File: src/rtl/pse_pkg.sv
`default_nettype none

package pse_pkg;

  // stack size and field widths
  localparam int STACK_DEPTH = 16;
  localparam int DATA_W      = 32;
  localparam int FRAC_W      = 16;
  localparam int CMD_W       = 3;
  localparam int STATUS_W    = 2;
  localparam int DEPTH_W     = 5;
  localparam int CNT_W       = $clog2(STACK_DEPTH + 1);
  localparam int ADDR_W      = $clog2(STACK_DEPTH);

  // serial unit step counts
  localparam int MUL_STEPS = DATA_W;
  localparam int DIV_STEPS = DATA_W + FRAC_W;
  localparam int STEP_W    = $clog2(DIV_STEPS + 1);

  // q16.16 limits
  localparam logic [DATA_W-1:0] Q_MAX = {1'b0, {(DATA_W-1){1'b1}}};
  localparam logic [DATA_W-1:0] Q_MIN = {1'b1, {(DATA_W-1){1'b0}}};

  // token commands
  localparam logic [CMD_W-1:0] CMD_PUSH = 3'd0;
  localparam logic [CMD_W-1:0] CMD_ADD  = 3'd1;
  localparam logic [CMD_W-1:0] CMD_SUB  = 3'd2;
  localparam logic [CMD_W-1:0] CMD_MUL  = 3'd3;
  localparam logic [CMD_W-1:0] CMD_DIV  = 3'd4;

  // result status codes
  localparam logic [STATUS_W-1:0] ST_OK      = 2'd0;
  localparam logic [STATUS_W-1:0] ST_UNDER   = 2'd1;
  localparam logic [STATUS_W-1:0] ST_DIVZERO = 2'd2;
  localparam logic [STATUS_W-1:0] ST_OVER    = 2'd3;

  typedef enum logic [2:0] {
    S_IDLE,
    S_DECODE,
    S_READ,
    S_CALC,
    S_DONE
  } ctrl_state_t;

  typedef enum logic [1:0] {
    A_IDLE,
    A_MUL,
    A_DIV,
    A_FIN
  } arith_state_t;

  typedef struct packed {
    logic             start;
    logic [CMD_W-1:0] op;
  } arith_req_t;

  typedef struct packed {
    logic              done;
    logic              sat;
    logic [DATA_W-1:0] res;
  } arith_rsp_t;

endpackage

`default_nettype wire

File: src/rtl/pse_ram.sv
`default_nettype none

module pse_ram #(
  parameter int WIDTH = 32,
  parameter int DEPTH = 16
) (
  input  wire logic                     clk,
  input  wire logic                     wr_en,
  input  wire logic [$clog2(DEPTH)-1:0] wr_addr,
  input  wire logic [WIDTH-1:0]         wr_data,
  input  wire logic [$clog2(DEPTH)-1:0] rd_addr,
  output logic      [WIDTH-1:0]         rd_data
);

  logic [WIDTH-1:0] mem_r [DEPTH];
  logic [WIDTH-1:0] rd_data_r;

  // one write port, one registered read port
  always_ff @(posedge clk) begin
    if (wr_en) begin
      mem_r[wr_addr] <= wr_data;
    end
    rd_data_r <= mem_r[rd_addr];
  end

  assign rd_data = rd_data_r;

endmodule

`default_nettype wire

File: src/rtl/pse_arith.sv
`default_nettype none

module pse_arith (
  input  wire logic                         clk,
  input  wire logic                         rst_n,
  input  wire pse_pkg::arith_req_t          req,
  input  wire logic [pse_pkg::DATA_W-1:0]   l_val,
  input  wire logic [pse_pkg::DATA_W-1:0]   r_val,
  output pse_pkg::arith_rsp_t               rsp
);

  import pse_pkg::*;

  arith_state_t      ast_r, ast_nxt;
  logic [STEP_W-1:0] step_r, step_nxt;
  logic              done_r, done_nxt;
  logic              sat_r, sat_nxt;
  logic [DATA_W-1:0] res_r, res_nxt;
  logic              neg_r, neg_nxt;
  logic              sticky_r, sticky_nxt;
  logic [DATA_W:0]   acc_r, acc_nxt;
  logic [DATA_W-1:0] lo_r, lo_nxt;
  logic [DATA_W-1:0] sh_r, sh_nxt;
  logic [DATA_W-1:0] mcand_r, mcand_nxt;
  logic              mcand_is_div_r, mcand_is_div_nxt;

  logic [DATA_W-1:0]   mag_l, mag_r;
  logic [DATA_W:0]     sum_as;
  logic [DATA_W:0]     sum_mul;
  logic [DATA_W:0]     rem_sh;
  logic [DATA_W:0]     rem_diff;
  logic                rem_ge;
  logic [2*DATA_W-1:0] prod;
  logic [DATA_W-1:0]   fin_mag;
  logic                fin_over;
  logic [DATA_W-1:0]   fin_lim;
  logic [DATA_W-1:0]   fin_val;

  // operand magnitudes and signed add or subtract
  always_comb begin
    mag_l = l_val[DATA_W-1] ? (~l_val + DATA_W'(1)) : l_val;
    mag_r = r_val[DATA_W-1] ? (~r_val + DATA_W'(1)) : r_val;
    if (req.op == CMD_SUB) begin
      sum_as = {l_val[DATA_W-1], l_val} - {r_val[DATA_W-1], r_val};
    end else begin
      sum_as = {l_val[DATA_W-1], l_val} + {r_val[DATA_W-1], r_val};
    end
  end

  // one multiplier bit per cycle: conditional add then shift right
  assign sum_mul = {1'b0, acc_r[DATA_W-1:0]} + (lo_r[0] ? {1'b0, mcand_r} : '0);

  // one quotient bit per cycle: restoring compare and subtract
  assign rem_sh   = {acc_r[DATA_W-1:0], sh_r[DATA_W-1]};
  assign rem_ge   = rem_sh >= {1'b0, mcand_r};
  assign rem_diff = rem_sh - {1'b0, mcand_r};

  // final scaling, clamp and sign
  assign prod = {acc_r[DATA_W-1:0], lo_r};
  always_comb begin
    if (ast_r == A_FIN && !mcand_is_div_r) begin
      fin_mag  = prod[DATA_W+FRAC_W-1:FRAC_W];
      fin_over = |prod[2*DATA_W-1:DATA_W+FRAC_W];
    end else begin
      fin_mag  = lo_r;
      fin_over = sticky_r;
    end
    fin_lim = neg_r ? Q_MIN : Q_MAX;
    if (fin_over || fin_mag > fin_lim) begin
      fin_val = fin_lim;
    end else begin
      fin_val = fin_mag;
    end
  end

  // next state
  always_comb begin
    ast_nxt = ast_r;
    unique case (ast_r)
      A_IDLE: begin
        if (req.start && req.op == CMD_MUL) begin
          ast_nxt = A_MUL;
        end else if (req.start && req.op == CMD_DIV) begin
          ast_nxt = A_DIV;
        end
      end
      A_MUL: begin
        if (step_r == STEP_W'(MUL_STEPS - 1)) begin
          ast_nxt = A_FIN;
        end
      end
      A_DIV: begin
        if (step_r == STEP_W'(DIV_STEPS - 1)) begin
          ast_nxt = A_FIN;
        end
      end
      A_FIN: ast_nxt = A_IDLE;
      default: ast_nxt = A_IDLE;
    endcase
  end

  // datapath
  always_comb begin
    step_nxt         = step_r;
    done_nxt         = 1'b0;
    sat_nxt          = sat_r;
    res_nxt          = res_r;
    neg_nxt          = neg_r;
    sticky_nxt       = sticky_r;
    acc_nxt          = acc_r;
    lo_nxt           = lo_r;
    sh_nxt           = sh_r;
    mcand_nxt        = mcand_r;
    mcand_is_div_nxt = mcand_is_div_r;
    unique case (ast_r)
      A_IDLE: begin
        if (req.start) begin
          neg_nxt    = l_val[DATA_W-1] ^ r_val[DATA_W-1];
          step_nxt   = '0;
          acc_nxt    = '0;
          sticky_nxt = 1'b0;
          if (req.op == CMD_MUL) begin
            lo_nxt           = mag_r;
            mcand_nxt        = mag_l;
            mcand_is_div_nxt = 1'b0;
          end else if (req.op == CMD_DIV) begin
            lo_nxt           = '0;
            sh_nxt           = mag_l;
            mcand_nxt        = mag_r;
            mcand_is_div_nxt = 1'b1;
          end else begin
            // add or subtract finishes here
            done_nxt = 1'b1;
            if (sum_as[DATA_W] != sum_as[DATA_W-1]) begin
              sat_nxt = 1'b1;
              res_nxt = sum_as[DATA_W] ? Q_MIN : Q_MAX;
            end else begin
              sat_nxt = 1'b0;
              res_nxt = sum_as[DATA_W-1:0];
            end
          end
        end
      end
      A_MUL: begin
        step_nxt = step_r + STEP_W'(1);
        acc_nxt  = {1'b0, sum_mul[DATA_W:1]};
        lo_nxt   = {sum_mul[0], lo_r[DATA_W-1:1]};
      end
      A_DIV: begin
        step_nxt   = step_r + STEP_W'(1);
        acc_nxt    = rem_ge ? rem_diff : rem_sh;
        sh_nxt     = {sh_r[DATA_W-2:0], 1'b0};
        lo_nxt     = {lo_r[DATA_W-2:0], rem_ge};
        sticky_nxt = sticky_r | lo_r[DATA_W-1];
      end
      A_FIN: begin
        done_nxt = 1'b1;
        sat_nxt  = fin_over || fin_mag > fin_lim;
        res_nxt  = neg_r ? (~fin_val + DATA_W'(1)) : fin_val;
      end
      default: ;
    endcase
  end

  // control registers
  always_ff @(posedge clk) begin
    if (!rst_n) begin
      ast_r  <= A_IDLE;
      step_r <= '0;
      done_r <= 1'b0;
    end else begin
      ast_r  <= ast_nxt;
      step_r <= step_nxt;
      done_r <= done_nxt;
    end
  end

  // datapath registers
  always_ff @(posedge clk) begin
    sat_r          <= sat_nxt;
    res_r          <= res_nxt;
    neg_r          <= neg_nxt;
    sticky_r       <= sticky_nxt;
    acc_r          <= acc_nxt;
    lo_r           <= lo_nxt;
    sh_r           <= sh_nxt;
    mcand_r        <= mcand_nxt;
    mcand_is_div_r <= mcand_is_div_nxt;
  end

  assign rsp.done = done_r;
  assign rsp.sat  = sat_r;
  assign rsp.res  = res_r;

endmodule

`default_nettype wire

File: src/rtl/postfix_stack_evaluator.sv
`default_nettype none

// Postfix evaluator on a stack of signed Q16.16 values: each request is one
// token (push, add, subtract, multiply or divide) and gives exactly one
// result with a status, the new top of stack, the depth and a saturation
// flag; an error leaves the stack untouched. Tokens are handled one at a
// time. Multiply and divide run on the shared serial unit, which retires
// one product bit or one quotient bit per cycle (32 steps for a product,
// 48 for a quotient, plus one final step). The stack lives in a small RAM
// with a registered read port, with the top entry mirrored in a register,
// so an operator needs one RAM read. A finished result sits in the output
// register while the next token is accepted.
module postfix_stack_evaluator (
  input  wire logic                                clk,
  input  wire logic                                rst_n,
  input  wire logic                                in_valid,
  output logic                                     in_stall,
  input  wire logic        [pse_pkg::CMD_W-1:0]    in_command,
  input  wire logic signed [pse_pkg::DATA_W-1:0]   in_operand_value,
  output logic                                     out_valid,
  input  wire logic                                out_stall,
  output logic             [pse_pkg::STATUS_W-1:0] out_status,
  output logic signed      [pse_pkg::DATA_W-1:0]   out_top_value,
  output logic             [pse_pkg::DEPTH_W-1:0]  out_depth,
  output logic                                     out_saturated
);

  import pse_pkg::*;

  ctrl_state_t         state_r, state_nxt;
  logic [CNT_W-1:0]    cnt_r, cnt_nxt;
  logic [DATA_W-1:0]   top_r, top_nxt;
  logic [CMD_W-1:0]    cmd_r;
  logic [DATA_W-1:0]   opv_r;
  logic [STATUS_W-1:0] st_r, st_nxt;
  logic                sat_r, sat_nxt;

  logic                out_valid_r, out_valid_nxt;
  logic [STATUS_W-1:0] out_status_r;
  logic [DATA_W-1:0]   out_top_r;
  logic [DEPTH_W-1:0]  out_depth_r;
  logic                out_sat_r;

  logic                ram_we;
  logic [ADDR_W-1:0]   ram_waddr;
  logic [DATA_W-1:0]   ram_wdata;
  logic [DATA_W-1:0]   ram_rdata;
  logic [CNT_W-1:0]    cnt_less2;
  logic [ADDR_W-1:0]   addr_left;
  logic                out_free;
  logic                is_full;
  logic                is_op;
  logic                op_go;

  arith_req_t          a_req;
  arith_rsp_t          a_rsp;

  assign cnt_less2 = cnt_r - CNT_W'(2);
  assign addr_left = cnt_less2[ADDR_W-1:0];
  assign out_free  = !out_valid_r || !out_stall;
  assign is_full   = cnt_r == CNT_W'(STACK_DEPTH);

  // command decode
  always_comb begin
    unique case (cmd_r) inside
      CMD_ADD, CMD_SUB, CMD_MUL, CMD_DIV: is_op = 1'b1;
      default:                            is_op = 1'b0;
    endcase
  end
  assign op_go = is_op && cnt_r >= CNT_W'(2) && !(cmd_r == CMD_DIV && top_r == '0);

  // next state
  always_comb begin
    state_nxt = state_r;
    unique case (state_r)
      S_IDLE:   if (in_valid) state_nxt = S_DECODE;
      S_DECODE: state_nxt = op_go ? S_READ : S_DONE;
      S_READ:   state_nxt = S_CALC;
      S_CALC:   if (a_rsp.done) state_nxt = S_DONE;
      S_DONE:   if (out_free) state_nxt = S_IDLE;
      default:  state_nxt = S_IDLE;
    endcase
  end

  // stack updates, ram control and arithmetic start
  always_comb begin
    cnt_nxt     = cnt_r;
    top_nxt     = top_r;
    st_nxt      = st_r;
    sat_nxt     = sat_r;
    ram_we      = 1'b0;
    ram_waddr   = addr_left;
    ram_wdata   = a_rsp.res;
    a_req.start = 1'b0;
    a_req.op    = cmd_r;
    unique case (state_r)
      S_DECODE: begin
        st_nxt  = ST_OK;
        sat_nxt = 1'b0;
        if (cmd_r == CMD_PUSH) begin
          if (is_full) begin
            st_nxt = ST_OVER;
          end else begin
            ram_we    = 1'b1;
            ram_waddr = cnt_r[ADDR_W-1:0];
            ram_wdata = opv_r;
            top_nxt   = opv_r;
            cnt_nxt   = cnt_r + CNT_W'(1);
          end
        end else if (is_op && cnt_r < CNT_W'(2)) begin
          st_nxt = ST_UNDER;
        end else if (is_op && cmd_r == CMD_DIV && top_r == '0) begin
          st_nxt = ST_DIVZERO;
        end
      end
      S_READ: begin
        a_req.start = 1'b1;
      end
      S_CALC: begin
        if (a_rsp.done) begin
          ram_we  = 1'b1;
          top_nxt = a_rsp.res;
          cnt_nxt = cnt_r - CNT_W'(1);
          sat_nxt = a_rsp.sat;
        end
      end
      default: ;
    endcase
  end

  // output register handshake
  always_comb begin
    if (out_valid_r && out_stall) begin
      out_valid_nxt = 1'b1;
    end else begin
      out_valid_nxt = state_r == S_DONE;
    end
  end

  pse_ram #(
    .WIDTH (DATA_W),
    .DEPTH (STACK_DEPTH)
  ) u_stack (
    .clk     (clk),
    .wr_en   (ram_we),
    .wr_addr (ram_waddr),
    .wr_data (ram_wdata),
    .rd_addr (addr_left),
    .rd_data (ram_rdata)
  );

  pse_arith u_arith (
    .clk   (clk),
    .rst_n (rst_n),
    .req   (a_req),
    .l_val (ram_rdata),
    .r_val (top_r),
    .rsp   (a_rsp)
  );

  // control registers
  always_ff @(posedge clk) begin
    if (!rst_n) begin
      state_r     <= S_IDLE;
      cnt_r       <= '0;
      out_valid_r <= 1'b0;
    end else begin
      state_r     <= state_nxt;
      cnt_r       <= cnt_nxt;
      out_valid_r <= out_valid_nxt;
    end
  end

  // payload registers
  always_ff @(posedge clk) begin
    top_r <= top_nxt;
    st_r  <= st_nxt;
    sat_r <= sat_nxt;
    if (state_r == S_IDLE && in_valid) begin
      cmd_r <= in_command;
      opv_r <= in_operand_value;
    end
    if (state_r == S_DONE && out_free) begin
      out_status_r <= st_r;
      out_top_r    <= (cnt_r != '0) ? top_r : '0;
      out_depth_r  <= DEPTH_W'(cnt_r);
      out_sat_r    <= sat_r;
    end
  end

  assign in_stall      = state_r != S_IDLE;
  assign out_valid     = out_valid_r;
  assign out_status    = out_status_r;
  assign out_top_value = out_top_r;
  assign out_depth     = out_depth_r;
  assign out_saturated = out_sat_r;

`ifndef SYNTH
  // the serial unit only answers while the controller waits for it
  a_done_in_calc: assert property (@(posedge clk) disable iff (!rst_n)
    a_rsp.done |-> state_r == S_CALC)
    else $error("arithmetic result outside calc state");

  // a successful push grows the stack by one
  a_push_grows: assert property (@(posedge clk) disable iff (!rst_n)
    (state_r == S_DECODE && cmd_r == CMD_PUSH && !is_full)
      |=> cnt_r == $past(cnt_r) + CNT_W'(1))
    else $error("push did not grow the stack");

  // a new result only appears after the done state
  a_out_from_done: assert property (@(posedge clk) disable iff (!rst_n)
    $rose(out_valid_r) |-> $past(state_r) == S_DONE)
    else $error("result raised outside done state");

  // the stack never holds more than its capacity
  a_cnt_bound: assert property (@(posedge clk) disable iff (!rst_n)
    (state_r != S_IDLE) |-> cnt_r <= CNT_W'(STACK_DEPTH))
    else $error("stack count beyond capacity");
`endif

endmodule

`default_nettype wire

File: config.mk
export PLATFORM = sky130hd
export DESIGN_NAME = postfix_stack_evaluator
export DESIGN_NICKNAME = d
export VERILOG_FILES = /design/src/rtl/pse_pkg.sv /design/src/rtl/pse_ram.sv /design/src/rtl/pse_arith.sv /design/src/rtl/postfix_stack_evaluator.sv
export SDC_FILE = /design/constraint.sdc
export NUM_CORES = 1
export LEC_CHECK = 0
export BUFFER_PORTS_ARGS = -buffer_cell sky130_fd_sc_hd__buf_4
export CORE_ASPECT_RATIO = 1.25
export CORE_MARGIN = 10
export CORE_UTILIZATION = 50
export CTS_CLUSTER_SIZE = 24
export DETAILED_ROUTE_END_ITERATION = 16
export MAX_ROUTING_LAYER = met4
export PLACE_DENSITY_LB_ADDON = 0.1
export SYNTH_ARGS = -nofsm -noshare
export SYNTH_HDL_FRONTEND = slang
export SYNTH_HIERARCHICAL = 1
export SYNTH_SLANG_ARGS = --single-unit
File: constraint.sdc
create_clock -name clk -period 13.9 [get_ports clk]
set_input_delay 0 -clock clk [delete_from_list [all_inputs] [get_ports clk]]
set_output_delay 0 -clock clk [all_outputs]
set_load 0.03 [all_outputs]
==> metrics.txt, run 1 <==
status complete, no violations; Worst Hold Class primary input to register; DP Worst Slack 7.247 ns; EDFF count, synth 786; hold path depth 2; routability congestion estimate 1.030; Syn Inst Count 3256; post-layout min period 6.759 ns; Post-Syn Area per Cell 13.00 µm²; core area 84120 µm²; total grt overflow 0; first-pass GRT wire length 195500 µm; unrepaired setup endpoints after global routing no; reg2reg end u_arith/res_r[26]; initial antenna violation count 0; worst path required time 14.28 ns; synthesis-stage register bit count 836; Yosys cell types 92; Final Hold Vio Count 0; IO Count 81; largest net degree at the start of global routing 107; clock latency on the worst-skew pair 0.65 ns; Worst Path Arrival 7.14 ns; register area share after synthesis 58.14%; Worst Tran Pin Value 1.374 ns; Total GRT Usage 28.16%; Iter 0 DRT Violations 2494; Worst R2R Path Depth 20; Cell Area, Synth 42320 µm²; WL/cell 29.68 µm; crit path max fanout 33; row count 119; CTS root buf clkbuf_16; endpoints failing setup 0; drc violations 0; ys async rst share 0%; Post-DP HPWL 94020 µm; WS Path Type register to register; area delta synth->final 11.93%; Post-Synthesis Net Count 3442; Peak VDD IR 131.3 µV; via count 28640; CTS Buffer Depth 3; critical path endpoint u_arith/res_r[26]; worst clock skew 0.01829 ns; Reg2Reg Setup Slack 7.14 ns; clk slew on worst S/H paths 0.06 ns; Sequential Area 24610 µm²; final core utilization 56.31%; Max Cap Viol 0; Ys Warns 6; total die area 96750 µm²; dominant synthesized flop cell edfxtp_1; Worst R2R Start u_arith/ast_r[0]; Hold Slack 0.07080 ns; layout cell share with drive strength beyond 1 16.24%; slack of the critical path 7.141 ns; chip height 345.3 µm; setup TNS 0 ns; H-tree depth reported by CTS 3; nets 3547; Setup crit end kind register; Max Slew Vio Count 0; vias in the first global route 28590; leakage power 16.87 nW; final wirelength 134200 µm; initial core utilization 50.31%; crit share post-route 48.62%; total CTS buffers 84; I/O Buffers 80; crit path launch u_arith/ast_r[0]; # Post-CTS Setup Buffers 0; Clock Sinks 836; CTS resizes 0; DR vias/cell 6.335; Multi-input gate area 16770 µm²; worst relative slew slack 7.954%; Worst Setup Start Kind register; fill count 6905; Max Clk Rate 0.1480 GHz; die width 280.2 µm; antenna viol nets, final 0; CTS tree done; Cell Pwr Density 146.3 nW/µm²; 1st-pass router iterations 6
## cell usage in the layout, fill, tap and decap left out, types with 43 or more instances in the layout
master / synthesis / final
mux4_2: 128 / 128
a21oi_1: 176 / 173
mux2_2: 54 / 54
edfxtp_1: 786 / 786
nand2_1: 363 / 363
dfxtp_1: 50 / 49
xor2_1: 96 / 96
xnor2_1: 79 / 79
clkbuf_16: 0 / 85
o21ai_0: 93 / 92
inv_1: 87 / 86
a21o_1: 47 / 47
nand3_1: 46 / 46
nor3_1: 56 / 52
o22ai_1: 50 / 49
a22oi_1: 109 / 109
buf_4: 16 / 139
nor2_1: 177 / 163
ha_1: 143 / 141
nor2b_1: 47 / 43
mux2i_1: 49 / 49
## how the worst min path moves through the flow
stage                 to                 start
5_1_grt        opv_r[19]  in_operand_value[19]
3_3_place_gp    cmd_r[0]         in_command[0]
2_1_floorplan   cmd_r[0]         in_command[0]
6_report       opv_r[25]  in_operand_value[25]
4_1_cts         cmd_r[0]         in_command[0]
3_5_place_dp   opv_r[25]  in_operand_value[25]
## cell families (layout without fill, tap and decap cells)
family / count (synthesis) / after routing / share of synthesized area [%]
flops: 836 / 836 / 58.14
simple gates: 897 / 897 / 10.03
mux: 231 / 231 / 9.408
fa+ha+maj: 163 / 163 / 4.843
xor+xnor: 175 / 175 / 3.622
buf+inv: 251 / 424 / 2.761
other cells: 0 / 3 / 0
compound gates: 703 / 703 / 11.20
## cell usage after synthesis (8+ instances only)
library cell,count,share of area [%]
edfxtp_1,786,56
nand2_1,363,3.2
nor2_1,177,1.6
a21oi_1,176,2.1
ha_1,143,4.2
mux4_2,128,6.8
a22oi_1,109,1.9
xor2_1,96,2.0
clkbuf_1,95,0.84
o21ai_0,93,1.1
inv_1,87,0.77
xnor2_1,79,1.6
nor3_1,56,0.66
mux2_2,54,1.4
dfxtp_1,50,2.4
o22ai_1,50,0.74
mux2i_1,49,1.2
a21o_1,47,0.83
nor2b_1,47,0.69
nand3_1,46,0.54
and2_1,41,0.61
nand2b_1,28,0.41
nand4_1,27,0.40
nor4_1,24,0.35
or3_1,22,0.33
o31ai_1,20,0.35
a211oi_1,19,0.34
o21a_1,19,0.34
a31oi_1,18,0.27
buf_1,18,0.16
o211ai_1,17,0.30
buf_4,16,0.28
maj3_2,16,0.43
o21bai_1,14,0.25
buf_2,13,0.15
buf_6,12,0.32
and3_1,11,0.16
or4_1,11,0.20
o221ai_1,10,0.21
a31o_2,9,0.19
or2_2,8,0.12
## worst max-delay path: stages, from the launching register on
cell	delay, ns
dfxtp_1	0.35
ha_1	0.21
buf_4	0.24
nand2b_2	0.41
buf_4	0.48
mux2i_1	0.45
inv_1	0.17
ha_1	0.30
nand4_1	0.16
or4_1	0.59
nor3_1	0.26
nor3_1	0.13
a211oi_4	0.24
buf_4	0.38
mux2i_1	0.33
ha_1	0.55
inv_1	0.25
nor2_1	0.45
o21ai_0	0.15
o311ai_0	0.17
o211ai_2	0.15
## repair_timing
action / CTS / global route
setup endpoints to repair: 0 / 0
hold buffers: 39 / 0
hold endpoints to repair: 75 / 0
## final cells by class
type / instances / share of cell area (%)
sequential: 836 / 51.95
multi-input combinational: 2169 / 35.41
clock buffer: 104 / 4.683
timing repair buffer: 179 / 3.069
tap: 1089 / 2.877
clock inverter: 50 / 1.273
inverter: 91 / 0.7264
antenna: 3 / 0.01585
## through the flow
step	cells	instance area [µm²]	power [mW]
6_report	4521	47370	6.932
4_1_cts	4518	47360	6.959
5_1_grt	4518	47360	7.206
2_1_floorplan	3256	42320	4.094
3_3_place_gp	4325	44150	4.610
3_5_place_dp	4325	44150	4.626
## metal layers
layer,up-vias,share of wire (%),global-route usage (%),routed length [µm]
li1,12760,-,-,-
met1,14470,39,33.73,51790
met2,1146,50,46.80,67600
met3,265,5.7,3.475,7643
met4,0,5.3,13.54,7126
met5,-,0,-,0
## registers in the layout, summed over array words and instances (netlist names), 2 cells and up
name and cells:
u_stack/mem_r 512, opv_r 32, out_top_value 32, top_r 32, u_arith/acc_r 32, u_arith/lo_r 32, u_arith/mcand_r 32, u_arith/res_r 32
u_arith/sh_r 32, u_stack/rd_data 32, u_arith/step_r 6, cnt_r 5, out_depth 5, cmd_r 3, state_r 3, out_status 2
st_r 2, u_arith/ast_r 2
## where the power goes
part	switching, mW	internal [mW]	total, mW	leakage [nW]
Clock	0.988	1.34	2.33	1.38
Sequential	0.168	2.89	3.06	7.56
Combinational	0.980	0.566	1.55	7.93
Total	2.14	4.80	6.93	16.9
No activity file was read; power rests on OpenSTA's default activity.
==> inputs of run 2 (changes only) <==
==> constraint.sdc (replaced) <==
create_clock -name clk -period 6.9 [get_ports clk]
set_input_delay 0 -clock clk [delete_from_list [all_inputs] [get_ports clk]]
set_output_delay 0 -clock clk [all_outputs]
set_load 0.03 [all_outputs]
==> metrics.txt, run 2 (synthesis results as in run 1) <==
Worst Setup Start Kind register; status complete, no violations; Setup crit end kind register; DP Worst Slack 1.012 ns; slack of the critical path 0.8879 ns; setup TNS 0 ns; clock latency on the worst-skew pair 0.66 ns; core area 84120 µm²; Cell Pwr Density 292.5 nW/µm²; total power draw 13.86 mW; via count 28670; Hold Slack 0.06540 ns; die width 280.2 µm; Worst Hold Class primary input to register; Iter 0 DRT Violations 2944; WS Path Type register to register; max reg flops 512; endpoints failing setup 0; largest net degree at the start of global routing 76; CTS Buffer Depth 3; Worst R2R Path Depth 19; post-layout min period 6.012 ns; antenna viol nets, final 0; crit share post-route 87.13%; first-pass GRT wire length 195100 µm; Clock Sinks 836; chip height 345.3 µm; Most flops, register u_stack/mem_r; crit path max fanout 13; layout cell share with drive strength beyond 1 16.27%; vias in the first global route 28330; Post-DP HPWL 94590 µm; routability congestion estimate 1.005; clk slew on worst S/H paths 0.06 ns; Total GRT Usage 28.33%; Worst R2R Start top_r[0]; # Post-CTS Setup Buffers 0; unrepaired setup endpoints after global routing no; area delta synth->final 11.99%; Worst Path Arrival 6.37 ns; Worst Tran Pin Value 1.232 ns; most common cell after layout, fill and taps aside edfxtp_1; hold worst-path end opv_r[15]; reg2reg end u_arith/res_r[20]; initial antenna violation count 4; non-filler cells, final 4534; worst clock skew 0.03031 ns; CTS tree done; worst path required time 7.26 ns; most frequent cells in the layout 786 x edfxtp_1, 363 x nand2_1, 173 x a21oi_1; DR vias/cell 6.323; total die area 96750 µm²; row count 119; Peak VDD IR 251.2 µV; CTS resizes 0; I/O Buffers 80; Final Hold Vio Count 0; leakage power 16.87 nW; WL/cell 29.77 µm; hold path depth 2; Max Clk Rate 0.1663 GHz; total CTS buffers 84; 1st-pass router iterations 7; Max Cap Viol 0; final wirelength 135000 µm; initial core utilization 50.31%; CTS root buf clkbuf_16; total grt overflow 0; IO Count 81; placed insts 4333; drc violations 0; Max Slew Vio Count 0; nets 3555; H-tree depth reported by CTS 3; Reg2Reg Setup Slack 0.89 ns; hold path startpoint in_operand_value[15]; worst relative slew slack 17.86%
[run 2: cell count changes in the layout (fill, tap and decap cells not counted), moves of 6 or more]
cell,delta
buf_4,+9
clkbuf_1,+7
clkinv_2,-11
bufinv_16,-6
clkbuf_8,+9
[run 2: how the worst max path moves through the flow]
stage / startpoint / end / slack [ns] / cells past startpoint
2_1_floorplan: u_arith/ast_r[0] / u_arith/res_r[8] / 0.55 / 24
3_3_place_gp: top_r[12] / u_arith/res_r[20] / 1.22 / 16
3_5_place_dp: top_r[0] / u_arith/res_r[19] / 1.01 / 20
4_1_cts: top_r[0] / u_arith/res_r[19] / 1.04 / 20
5_1_grt: top_r[0] / u_arith/res_r[20] / 0.61 / 19
6_report: top_r[0] / u_arith/res_r[20] / 0.89 / 19
[run 2: final cells by class]
cell class	count	area, µm²
Fill cell	6854	36730
Sequential cell	836	24610
Multi-Input combinational cell	2169	16770
Clock buffer	120	2369
Timing Repair Buffer	187	1501
Tap cell	1089	1363
Clock inverter	38	429.2
Inverter	91	344.1
Antenna cell	4	10.01
[run 2: repair_timing]
action	in CTS	in global routing
setup endpoints to repair	0	0
hold buffers	39	0
endpoints found under the hold margin	96	0
[run 2: critical path: stages, from the launching register on]
cell      delay, ns
edfxtp_1       0.49
inv_1          0.13
ha_1           0.23
or3b_2         0.53
nor4b_1        0.33
buf_4          0.21
nand2_1        0.14
or4_2          0.59
nand2_1        0.10
xor2_1         0.34
ha_1           0.24
a21o_1         0.13
a31oi_1        0.14
o31ai_1        0.48
a221oi_1       0.15
a21oi_1        0.29
o32ai_2        0.16
nor2_2         0.41
a21o_2         0.46
o221ai_1       0.19
[run 2: stage by stage]
stage | utilization (%) | instance area, µm²
floorplan | - | 42320
global placement | 52.54 | 44200
detailed placement | 52.54 | 44200
CTS | 56.33 | 47380
global route | 56.34 | 47390
finish | 56.34 | 47390
[run 2: layer usage]
metal / GRT usage (%) / vias up / part of all wire (%)
met3: 3.468 / 268 / 6.0
li1: - / 12780 / -
met2: 47.40 / 1156 / 51
met1: 34.05 / 14470 / 38
met4: 12.69 / 0 / 4.9
met5: - / - / 0
[run 2: power breakdown]
group          internal, mW  total (mW)  switching, mW  leakage, nW
Sequential             5.83        6.17          0.339         7.56
Combinational          1.16        3.10           1.95         7.97
Clock                  2.58        4.59           2.01         1.35
Total                  9.57        13.9           4.30         16.9
